<file path="src/rtl/pdll_pkg.sv">
// Shared types and field widths for the pooled doubly linked list unit.
// Used by the channel interfaces and by the top level; depends on nothing.
`default_nettype none

package pdll_pkg;

  // Fixed widths of the word fields.
  localparam int MODE_W  = 3;
  localparam int INDEX_W = 6;
  localparam int KEY_W   = 32;

  // Operation codes carried in the mode field.
  typedef enum logic [MODE_W-1:0] {
    MODE_ALLOC     = 3'd0,
    MODE_FREE      = 3'd1,
    MODE_REMOVE    = 3'd2,
    MODE_ADD_FIRST = 3'd3,
    MODE_ADD_LAST  = 3'd4,
    MODE_FIND      = 3'd5
  } mode_t;

endpackage

`default_nettype wire

</file>
<file path="src/rtl/pdll_in_if.sv">
// Request channel of the pooled doubly linked list unit: valid/ready plus
// the operation word. Depends on pdll_pkg for the field widths.
`default_nettype none

interface pdll_in_if;
  logic                          valid;
  logic                          ready;
  logic [pdll_pkg::MODE_W-1:0]   mode;
  logic [pdll_pkg::INDEX_W-1:0]  item_index;
  logic [pdll_pkg::KEY_W-1:0]    key_value;

  modport source (output valid, output mode, output item_index, output key_value,
                  input ready);
  modport sink (input valid, input mode, input item_index, input key_value,
                output ready);
endinterface

`default_nettype wire

</file>
<file path="src/rtl/pdll_out_if.sv">
// Result channel of the pooled doubly linked list unit: valid/ready plus
// the result word. Depends on pdll_pkg for the field widths.
`default_nettype none

interface pdll_out_if;
  logic                          valid;
  logic                          ready;
  logic [pdll_pkg::INDEX_W-1:0]  result_index;
  logic                          success;
  logic                          list_empty;

  modport source (output valid, output result_index, output success,
                  output list_empty, input ready);
  modport sink (input valid, input result_index, input success,
                input list_empty, output ready);
endinterface

`default_nettype wire

</file>
<file path="src/rtl/pooled_doubly_linked_list_unit.sv">
// Pooled doubly linked list unit. A pool of POOL_ENTRIES entries is kept in
// three synchronous RAMs (next links, previous links, keys); head and tail
// sentinels occupy link slots POOL_ENTRIES and POOL_ENTRIES+1, and unused
// entries form a free list. One word is processed at a time. Free writes
// when accepted; allocate and remove do a link read, then the write-back.
// Add first and add last write the new entry's links, then the neighbour's,
// because both ends of the new link are written and each link RAM has one
// write port. Find walks the list one entry at a time, bounded by the one
// read of the next-link RAM per cycle. After reset a clearing pass over all
// POOL_ENTRIES+2 link slots initializes the link RAMs; no request word is
// accepted meanwhile. Results go through an output register, so a new
// request is taken while an earlier result waits on the result channel.
// Depends on pdll_pkg, pdll_in_if, pdll_out_if and pdll_ram.
`default_nettype none

module pooled_doubly_linked_list_unit #(
  parameter int POOL_ENTRIES = 64
) (
  input  wire logic  clk,
  input  wire logic  rst,
  pdll_in_if.sink    req,
  pdll_out_if.source rsp
);

  localparam int LINK_SLOTS = POOL_ENTRIES + 2;
  localparam int LW  = $clog2(POOL_ENTRIES + 3);
  localparam int LAW = (LINK_SLOTS > 1) ? $clog2(LINK_SLOTS) : 1;
  localparam int KW  = (POOL_ENTRIES > 1) ? $clog2(POOL_ENTRIES) : 1;
  localparam int SW  = $clog2(LINK_SLOTS + 1);
  localparam int IW  = pdll_pkg::INDEX_W;
  localparam int KEYW = pdll_pkg::KEY_W;

  localparam logic [LW-1:0] HEAD_SLOT = LW'(POOL_ENTRIES);
  localparam logic [LW-1:0] TAIL_SLOT = LW'(POOL_ENTRIES + 1);
  localparam logic [LW-1:0] NULL_LINK = LW'(POOL_ENTRIES + 2);
  localparam logic [LW-1:0] POOL_END  = LW'(POOL_ENTRIES);
  localparam logic [LW-1:0] LAST_ENTRY = LW'(POOL_ENTRIES - 1);
  localparam logic [SW-1:0] STEP_LIMIT = SW'(LINK_SLOTS);

  typedef enum logic [2:0] {
    S_CLEAR, S_IDLE, S_ALLOC, S_REMOVE, S_ADD_FIRST, S_ADD_LAST, S_FIND, S_HOLD
  } state_t;

  state_t            state, state_go;
  logic [LW-1:0]     clr_idx;
  logic [LW-1:0]     free_head;
  logic [LW-1:0]     head_next, head_next_upd;
  logic [LW-1:0]     tail_prev, tail_prev_upd;
  logic [LW-1:0]     op_idx;
  logic [LW-1:0]     op_link;
  logic [KEYW-1:0]   op_key;
  logic [LW-1:0]     walk;
  logic [SW-1:0]     steps, step_n;
  logic              found, hit;
  logic [LW-1:0]     found_idx;
  logic [IW-1:0]     res_index;
  logic              res_ok, res_empty;
  logic              out_valid;
  logic [IW-1:0]     out_index;
  logic              out_ok, out_empty;

  logic              accept, out_free, out_load, idx_ok;
  logic [LW-1:0]     req_idx;
  logic              fin, fin_ok;
  logic [IW-1:0]     fin_idx;

  // RAM ports.
  logic              nl_we, pl_we, key_we;
  logic [LW-1:0]     nl_waddr, nl_wdata, nl_raddr, nl_rdata;
  logic [LW-1:0]     pl_waddr, pl_wdata, pl_raddr, pl_rdata;
  logic [LW-1:0]     key_waddr, key_raddr;
  logic [KEYW-1:0]   key_wdata, key_rdata;

  function automatic logic is_slot(input logic [LW-1:0] v);
    return v < LW'(LINK_SLOTS);
  endfunction

  // A walk goes on while the link points at a pool or sentinel slot other
  // than the tail and the step bound is not reached.
  function automatic logic walk_ok(input logic [LW-1:0] t, input logic [SW-1:0] s);
    return (t != TAIL_SLOT) && is_slot(t) && (s < STEP_LIMIT);
  endfunction

  // Reset image of the next-link RAM: the free chain, then head to tail.
  function automatic logic [LW-1:0] clear_next(input logic [LW-1:0] i);
    logic [LW-1:0] v;
    v = NULL_LINK;
    if (i < LAST_ENTRY) begin
      v = i + 1'b1;
    end else if (i == HEAD_SLOT) begin
      v = TAIL_SLOT;
    end
    return v;
  endfunction

  assign req.ready = (state == S_IDLE);
  assign accept    = req.valid && req.ready;
  assign out_free  = !out_valid || rsp.ready;
  assign idx_ok    = (32'(req.item_index) < 32'(POOL_ENTRIES));
  assign req_idx   = LW'(req.item_index);

  // The output register takes a finished word, or the one waiting in HOLD.
  assign out_load  = out_free && (fin || (state == S_HOLD));

  assign rsp.valid        = out_valid;
  assign rsp.result_index = out_index;
  assign rsp.success      = out_ok;
  assign rsp.list_empty   = out_empty;

  // Find: compare the entry read last cycle and step to its successor.
  assign hit    = (walk < POOL_END) && (key_rdata == op_key);
  assign step_n = steps + 1'b1;

  // Memory accesses, completion and next state for each operation.
  always_comb begin
    nl_we = 1'b0; nl_waddr = '0; nl_wdata = '0; nl_raddr = '0;
    pl_we = 1'b0; pl_waddr = '0; pl_wdata = '0; pl_raddr = '0;
    key_we = 1'b0; key_waddr = '0; key_wdata = '0; key_raddr = '0;
    fin = 1'b0; fin_ok = 1'b1; fin_idx = '0;
    state_go = state;
    case (state)
      S_CLEAR: begin
        nl_we = 1'b1; nl_waddr = clr_idx; nl_wdata = clear_next(clr_idx);
        pl_we = 1'b1; pl_waddr = clr_idx;
        pl_wdata = (clr_idx == TAIL_SLOT) ? HEAD_SLOT : NULL_LINK;
        if (clr_idx == TAIL_SLOT) begin
          state_go = S_IDLE;
        end
      end
      S_IDLE: begin
        if (accept) begin
          case (pdll_pkg::mode_t'(req.mode))
            pdll_pkg::MODE_ALLOC: begin
              if (free_head < POOL_END) begin
                nl_raddr = free_head;
                state_go = S_ALLOC;
              end else begin
                fin = 1'b1; fin_ok = 1'b0;
              end
            end
            pdll_pkg::MODE_FREE: begin
              fin = 1'b1; fin_ok = idx_ok;
              if (idx_ok) begin
                key_we = 1'b1; key_waddr = req_idx;
                nl_we = 1'b1; nl_waddr = req_idx; nl_wdata = free_head;
                pl_we = 1'b1; pl_waddr = req_idx; pl_wdata = NULL_LINK;
              end
            end
            pdll_pkg::MODE_REMOVE: begin
              if (idx_ok) begin
                nl_raddr = req_idx; pl_raddr = req_idx;
                state_go = S_REMOVE;
              end else begin
                fin = 1'b1; fin_ok = 1'b0;
              end
            end
            pdll_pkg::MODE_ADD_FIRST: begin
              if (idx_ok) begin
                nl_we = 1'b1; nl_waddr = req_idx; nl_wdata = head_next;
                pl_we = 1'b1; pl_waddr = req_idx; pl_wdata = HEAD_SLOT;
                state_go = S_ADD_FIRST;
              end else begin
                fin = 1'b1; fin_ok = 1'b0;
              end
            end
            pdll_pkg::MODE_ADD_LAST: begin
              if (idx_ok) begin
                pl_we = 1'b1; pl_waddr = req_idx; pl_wdata = tail_prev;
                nl_we = 1'b1; nl_waddr = req_idx; nl_wdata = TAIL_SLOT;
                state_go = S_ADD_LAST;
              end else begin
                fin = 1'b1; fin_ok = 1'b0;
              end
            end
            pdll_pkg::MODE_FIND: begin
              if (walk_ok(head_next, '0)) begin
                nl_raddr = head_next; key_raddr = head_next;
                state_go = S_FIND;
              end else begin
                fin = 1'b1; fin_ok = 1'b0;
              end
            end
            default: begin
              fin = 1'b1; fin_ok = 1'b0;
            end
          endcase
        end
      end
      S_ALLOC: begin
        nl_we = 1'b1; nl_waddr = op_idx; nl_wdata = NULL_LINK;
        key_we = 1'b1; key_waddr = op_idx; key_wdata = op_key;
        fin = 1'b1; fin_idx = IW'(op_idx);
      end
      S_REMOVE: begin
        if (is_slot(pl_rdata) && is_slot(nl_rdata)) begin
          nl_we = 1'b1; nl_waddr = pl_rdata; nl_wdata = nl_rdata;
          pl_we = 1'b1; pl_waddr = nl_rdata; pl_wdata = pl_rdata;
        end
        fin = 1'b1;
      end
      S_ADD_FIRST: begin
        pl_we = is_slot(op_link); pl_waddr = op_link; pl_wdata = op_idx;
        nl_we = 1'b1; nl_waddr = HEAD_SLOT; nl_wdata = op_idx;
        fin = 1'b1;
      end
      S_ADD_LAST: begin
        nl_we = is_slot(op_link); nl_waddr = op_link; nl_wdata = op_idx;
        pl_we = 1'b1; pl_waddr = TAIL_SLOT; pl_wdata = op_idx;
        fin = 1'b1;
      end
      S_FIND: begin
        if (walk_ok(nl_rdata, step_n)) begin
          nl_raddr = nl_rdata; key_raddr = nl_rdata;
        end else begin
          fin = 1'b1;
          fin_ok = found || hit;
          if (found) begin
            fin_idx = IW'(found_idx);
          end else if (hit) begin
            fin_idx = IW'(walk);
          end
        end
      end
      S_HOLD: begin
        if (out_free) begin
          state_go = S_IDLE;
        end
      end
      default: begin
        state_go = S_IDLE;
      end
    endcase
  end

  // Sentinel links are mirrored in registers so the ends and the empty flag
  // are known without a RAM read.
  assign head_next_upd = (nl_we && nl_waddr == HEAD_SLOT) ? nl_wdata : head_next;
  assign tail_prev_upd = (pl_we && pl_waddr == TAIL_SLOT) ? pl_wdata : tail_prev;

  // State, operation registers and the output register.
  always_ff @(posedge clk) begin
    if (rst) begin
      state     <= S_CLEAR;
      clr_idx   <= '0;
      free_head <= '0;
      head_next <= TAIL_SLOT;
      tail_prev <= HEAD_SLOT;
      found     <= 1'b0;
      out_valid <= 1'b0;
    end else begin
      head_next <= head_next_upd;
      tail_prev <= tail_prev_upd;
      out_valid <= out_load || (out_valid && !rsp.ready);
      case (state)
        S_CLEAR: begin
          clr_idx <= clr_idx + 1'b1;
        end
        S_IDLE: begin
          if (accept) begin
            op_idx <= (pdll_pkg::mode_t'(req.mode) == pdll_pkg::MODE_ALLOC) ?
                      free_head : req_idx;
            op_key <= req.key_value;
            case (pdll_pkg::mode_t'(req.mode))
              pdll_pkg::MODE_FREE: begin
                if (idx_ok) begin
                  free_head <= req_idx;
                end
              end
              pdll_pkg::MODE_ADD_FIRST: begin
                op_link <= head_next;
              end
              pdll_pkg::MODE_ADD_LAST: begin
                op_link <= tail_prev;
              end
              pdll_pkg::MODE_FIND: begin
                walk  <= head_next;
                steps <= '0;
                found <= 1'b0;
              end
              default: begin
              end
            endcase
          end
        end
        S_ALLOC: begin
          free_head <= nl_rdata;
        end
        S_FIND: begin
          walk  <= nl_rdata;
          steps <= step_n;
          if (hit && !found) begin
            found     <= 1'b1;
            found_idx <= walk;
          end
        end
        S_HOLD: begin
          if (out_free) begin
            out_index <= res_index;
            out_ok    <= res_ok;
            out_empty <= res_empty;
          end
        end
        default: begin
        end
      endcase

      // A finished word goes to the output register, or waits in HOLD.
      if (fin) begin
        if (out_free) begin
          out_index <= fin_idx;
          out_ok    <= fin_ok;
          out_empty <= (head_next_upd == TAIL_SLOT);
          state     <= S_IDLE;
        end else begin
          res_index <= fin_idx;
          res_ok    <= fin_ok;
          res_empty <= (head_next_upd == TAIL_SLOT);
          state     <= S_HOLD;
        end
      end else begin
        state <= state_go;
      end
    end
  end

  // Next-link RAM, head and tail sentinels included.
  pdll_ram #(.WIDTH(LW), .DEPTH(LINK_SLOTS)) u_next_ram (
    .clk   (clk),
    .we    (nl_we),
    .waddr (LAW'(nl_waddr)),
    .wdata (nl_wdata),
    .raddr (LAW'(nl_raddr)),
    .rdata (nl_rdata)
  );

  // Previous-link RAM.
  pdll_ram #(.WIDTH(LW), .DEPTH(LINK_SLOTS)) u_prev_ram (
    .clk   (clk),
    .we    (pl_we),
    .waddr (LAW'(pl_waddr)),
    .wdata (pl_wdata),
    .raddr (LAW'(pl_raddr)),
    .rdata (pl_rdata)
  );

  // Key RAM, pool entries only.
  pdll_ram #(.WIDTH(KEYW), .DEPTH(POOL_ENTRIES)) u_key_ram (
    .clk   (clk),
    .we    (key_we),
    .waddr (KW'(key_waddr)),
    .wdata (key_wdata),
    .raddr (KW'(key_raddr)),
    .rdata (key_rdata)
  );

endmodule

`default_nettype wire

</file>
<file path="src/rtl/pdll_ram.sv">
// Generic simple dual-port RAM: one write port, one read port, registered
// read data. No dependencies.
`default_nettype none

module pdll_ram #(
  parameter int WIDTH = 8,
  parameter int DEPTH = 64
) (
  input  wire logic                                   clk,
  input  wire logic                                   we,
  input  wire logic [((DEPTH > 1) ? $clog2(DEPTH) : 1)-1:0] waddr,
  input  wire logic [WIDTH-1:0]                       wdata,
  input  wire logic [((DEPTH > 1) ? $clog2(DEPTH) : 1)-1:0] raddr,
  output logic      [WIDTH-1:0]                       rdata
);

  logic [WIDTH-1:0] mem [DEPTH];

  // Write port and registered read port.
  always_ff @(posedge clk) begin
    if (we) begin
      mem[waddr] <= wdata;
    end
    rdata <= mem[raddr];
  end

endmodule

`default_nettype wire

</file>
<file path="src/flat_wrapper.sv">
// flat-port wrapper written by rule: the top's interface ports become plain ports
module pooled_doubly_linked_list_unit_flat 
#(
  parameter int POOL_ENTRIES = 64
)
  (clk, rst, req_valid, req_mode, req_item_index, req_key_value, req_ready, rsp_valid, rsp_result_index, rsp_success, rsp_list_empty, rsp_ready);
  pdll_in_if req_i ();
  pdll_out_if rsp_i ();
  input  wire logic clk;
  input  wire logic rst;
  input wire logic [$bits(req_i.valid)-1:0] req_valid;
  input wire logic [$bits(req_i.mode)-1:0] req_mode;
  input wire logic [$bits(req_i.item_index)-1:0] req_item_index;
  input wire logic [$bits(req_i.key_value)-1:0] req_key_value;
  output wire logic [$bits(req_i.ready)-1:0] req_ready;
  output wire logic [$bits(rsp_i.valid)-1:0] rsp_valid;
  output wire logic [$bits(rsp_i.result_index)-1:0] rsp_result_index;
  output wire logic [$bits(rsp_i.success)-1:0] rsp_success;
  output wire logic [$bits(rsp_i.list_empty)-1:0] rsp_list_empty;
  input wire logic [$bits(rsp_i.ready)-1:0] rsp_ready;
  assign req_i.valid = req_valid;
  assign req_i.mode = req_mode;
  assign req_i.item_index = req_item_index;
  assign req_i.key_value = req_key_value;
  assign req_ready = req_i.ready;
  assign rsp_valid = rsp_i.valid;
  assign rsp_result_index = rsp_i.result_index;
  assign rsp_success = rsp_i.success;
  assign rsp_list_empty = rsp_i.list_empty;
  assign rsp_i.ready = rsp_ready;
  pooled_doubly_linked_list_unit #(.POOL_ENTRIES(POOL_ENTRIES)) u_core (.clk(clk), .rst(rst), .req(req_i), .rsp(rsp_i));
endmodule
</file>
<file path="config.mk">
export PLATFORM = sky130hd
export DESIGN_NAME = pooled_doubly_linked_list_unit_flat
export DESIGN_NICKNAME = d
export VERILOG_FILES = /design/src/rtl/pdll_pkg.sv /design/src/rtl/pdll_in_if.sv /design/src/rtl/pdll_out_if.sv /design/src/rtl/pooled_doubly_linked_list_unit.sv /design/src/rtl/pdll_ram.sv /design/src/flat_wrapper.sv
export SDC_FILE = /design/constraint.sdc
export NUM_CORES = 2
export LEC_CHECK = 0
export BUFFER_PORTS_ARGS = -buffer_cell sky130_fd_sc_hd__buf_4
export CORE_ASPECT_RATIO = 0.5
export CORE_UTILIZATION = 35
export CTS_CLUSTER_SIZE = 10
export DETAILED_ROUTE_END_ITERATION = 8
export PLACE_DENSITY = 0.62
export SYNTH_ARGS = -nofsm -noshare
export SYNTH_HDL_FRONTEND = slang
export SYNTH_SLANG_ARGS = --single-unit
</file>
<file path="constraint.sdc">
create_clock -name clk -period 5.3 [get_ports clk]
set_input_delay 1.06 -clock clk [delete_from_list [all_inputs] [get_ports clk]]
set_output_delay 1.06 -clock clk [all_outputs]
set_load 0.01 [all_outputs]
</file>
==> flow_summary.ini <==
[outcome]
status = complete, no violations

[clock_network]
cts_setup_buffers = 0
holdBufCountCts = 0
clk-insertion-delay-late_ns = 0.93
cts_buffer_depth = 4
postCtsResizedCells = 0
cts_tree = done
clk_transition_reported_paths_ns = 0.06
cts_sinks = 3113
htree_levels = 5
clock-root-buffer = clkbuf_16
cts_buffers = 354

[pwr]
power_density_mw_per_mm2 = 398
p_leak_nw = 48.3
comb_power_share = 0.100
p_clk_frac = 0.383
seqPwrFrac = 0.517
switching_share = 0.248
switchingPower_w = 0.0141
irDropWorstVdd_v = 0.000364
p_int_w = 0.0430

[yosys]
synth.distinct_cells = 95
synth_edf_count = 3034
syn_area_sq_mm = 0.125
ys_async_sr_fraction = 0
syn_avg_cell_area_sq_um = 13.8
synth_seq_cells = 3113
seq_area_frac_synth = 0.744
netlist_instances = 9056
ys_warn_count = 0
synth_ff_type = edfxtp_1
synth_fp_nets = 9105

[worst_setup_path]
critical_path_class = register to register
path_cells = ha_1 > or3_1 > o21ai_0 > and4_1 > a211o_4 > and3_2 > nand3_1 > o211ai_1 > a311o_1 > nand4_1 > or4_1
critPathMaxStageDelay_ns = 0.69
cp_max_fo = 23
cp-end-kind = register
start_kind = register
slowest_stage = and3_2
cp.required_ns = 6.06
cp.arrival_ns = 5.72

[floorplan]
rows = 154
io_pins = 55
dieArea_sq_mm = 0.359
core-area_sq_mm = 0.353
fp.dieH_microns = 424
start_util = 0.353
die_x_microns = 846

[detailed_routing]
drc = 0
firstDrtPassIters = 6
wirelength_mm = 388
wl_per_cell_microns = 27.2
drtAntennaViolNets = 0
vias = 81237
drt_iter0_markers = 11535
vias_per_cell = 5.70

[cells_and_area]
final_cell_mix = edfxtp_1 (3034), nand2_1 (2039), nand3_1 (580), buf_4 (409), clkbuf_16 (365)
layout_commonest_cell = edfxtp_1
finalInstanceArea_sq_mm = 0.143
stdcell_count = 14251
drive_gt1_frac = 0.119
area_growth_syn_to_layout_pct = 15.0
nets = 9344

[sta]
timing.final.ws_setup_ns = 0.347
rsz0062_at_grt = false
slew_violations = 0
tightest_slew_ns = 1.39
finalHoldViolCount = 0
holdWs_ns = 0.310
finalSetupTns_ns = 0
clock_skew_ns = 0.0592
fmax_mhz = 202
fin_crit_sh = 0.934
slew_headroom = 0.0739
finalSetupViolations = 0
fin_crit_ns = 4.95

[placement]
placed_cells = 13697
post-place-ws_ns = 0.342
place.gp.congestion = 0.917
port_buffers = 54
dp_hpwl_mm = 229
placed_cell_area_sq_mm = 0.133

[global_routing]
grt_pass1_vias = 76511
antenna_found_initial = 14
grtUsageTotal = 0.208
grt_max_degree = 109
grt_pass1_wl_mm = 553
overflow = 0

[min_path]
min_path_type = input port to register

[job]
maxCapViolCount = 0
## state kept, by name, indices dropped and copies added, names as in the netlist, 32 cells and up
signal                  flops
u_core.u_next_ram.mem     456
u_core.u_key_ram.rdata     32
u_core.u_key_ram.mem     2048
u_core.op_key              32
u_core.u_prev_ram.mem     448
## critical path: cells and delay by family (launching register included)
| family | cells | cell delay (ns) |
|---|---|---|
| flops | 1 | 0.42 |
| compound gates | 4 | 1.31 |
| simple gates | 6 | 2.81 |
| fa+ha+maj | 1 | 0.27 |
## layout make-up
class / count / area [sq um]
clock buffers: 526 / 9740
clock inverters: 16 / 171
diodes: 12 / 30.0
well taps: 4758 / 5950
flip-flops and latches: 3113 / 92700
fillers: 32116 / 210000
inverters: 16 / 60.1
multi-input cells: 5324 / 30100
repair buffers: 486 / 4610
## through the flow
stage	util	total power [W]
after global placement	0.378	0.0355
final	0.406	0.0571
after global routing	0.406	0.0586
after CTS	0.406	0.0572
after detailed placement	0.378	0.0356
after floorplan	-	0.0328
## kinds of logic after synthesis
| logic type | share of synthesized area |
|---|---|
| fa+ha+maj | 0.000401 |
| simple gates | 0.129 |
| compound gates | 0.0798 |
| xor+xnor | 0.00323 |
| mux | 0.0225 |
| flops | 0.744 |
| buf+inv | 0.0215 |
## layer usage
metal / up-vias / global-route usage / wire [microns]
li1: 34794 / - / -
met1: 41053 / 0.289 / 157000
met2: 4622 / 0.323 / 175000
met3: 766 / 0.0447 / 40400
met4: 2 / 0.0785 / 15300
met5: - / 0 / 13
## path summary, 6_finish.rpt
check | startpoint | end | slack (ns) | depth (start not counted)
max | u_core.steps[0] | u_core.u_key_ram.rdata[31] | 0.35 | 11
max reg2reg | u_core.steps[0] | u_core.u_key_ram.rdata[31] | 0.35 | 11
min | req_key_value[7] | u_core.op_key[7] | 0.31 | 1
min reg2reg | u_core.walk[3] | u_core.found_idx[3] | 0.45 | 0
## synthesized netlist by cell type (104+ instances only)
cell	count	share of area
edfxtp_1	3034	0.73
a21oi_1	286	0.011
a211oi_1	257	0.015
nand3_1	589	0.024
buf_1	104	0.0031
nand2_1	2046	0.062
clkbuf_1	267	0.0080
nor2_1	315	0.0095
and3_1	285	0.014
a31oi_1	238	0.012
mux2i_1	130	0.010
o21ai_0	156	0.0063
or3_1	111	0.0056
buf_2	212	0.0085
## power groups by stage
stage               combinational, W  sequential [W]  clock (W)
floorplan                    0.00291          0.0299          0
global placement             0.00547          0.0300          0
detailed placement           0.00557          0.0300          0
CTS                          0.00559          0.0295     0.0221
global route                 0.00596          0.0296     0.0230
finish                       0.00570          0.0296     0.0219
(Power assumes the default switching activity.)
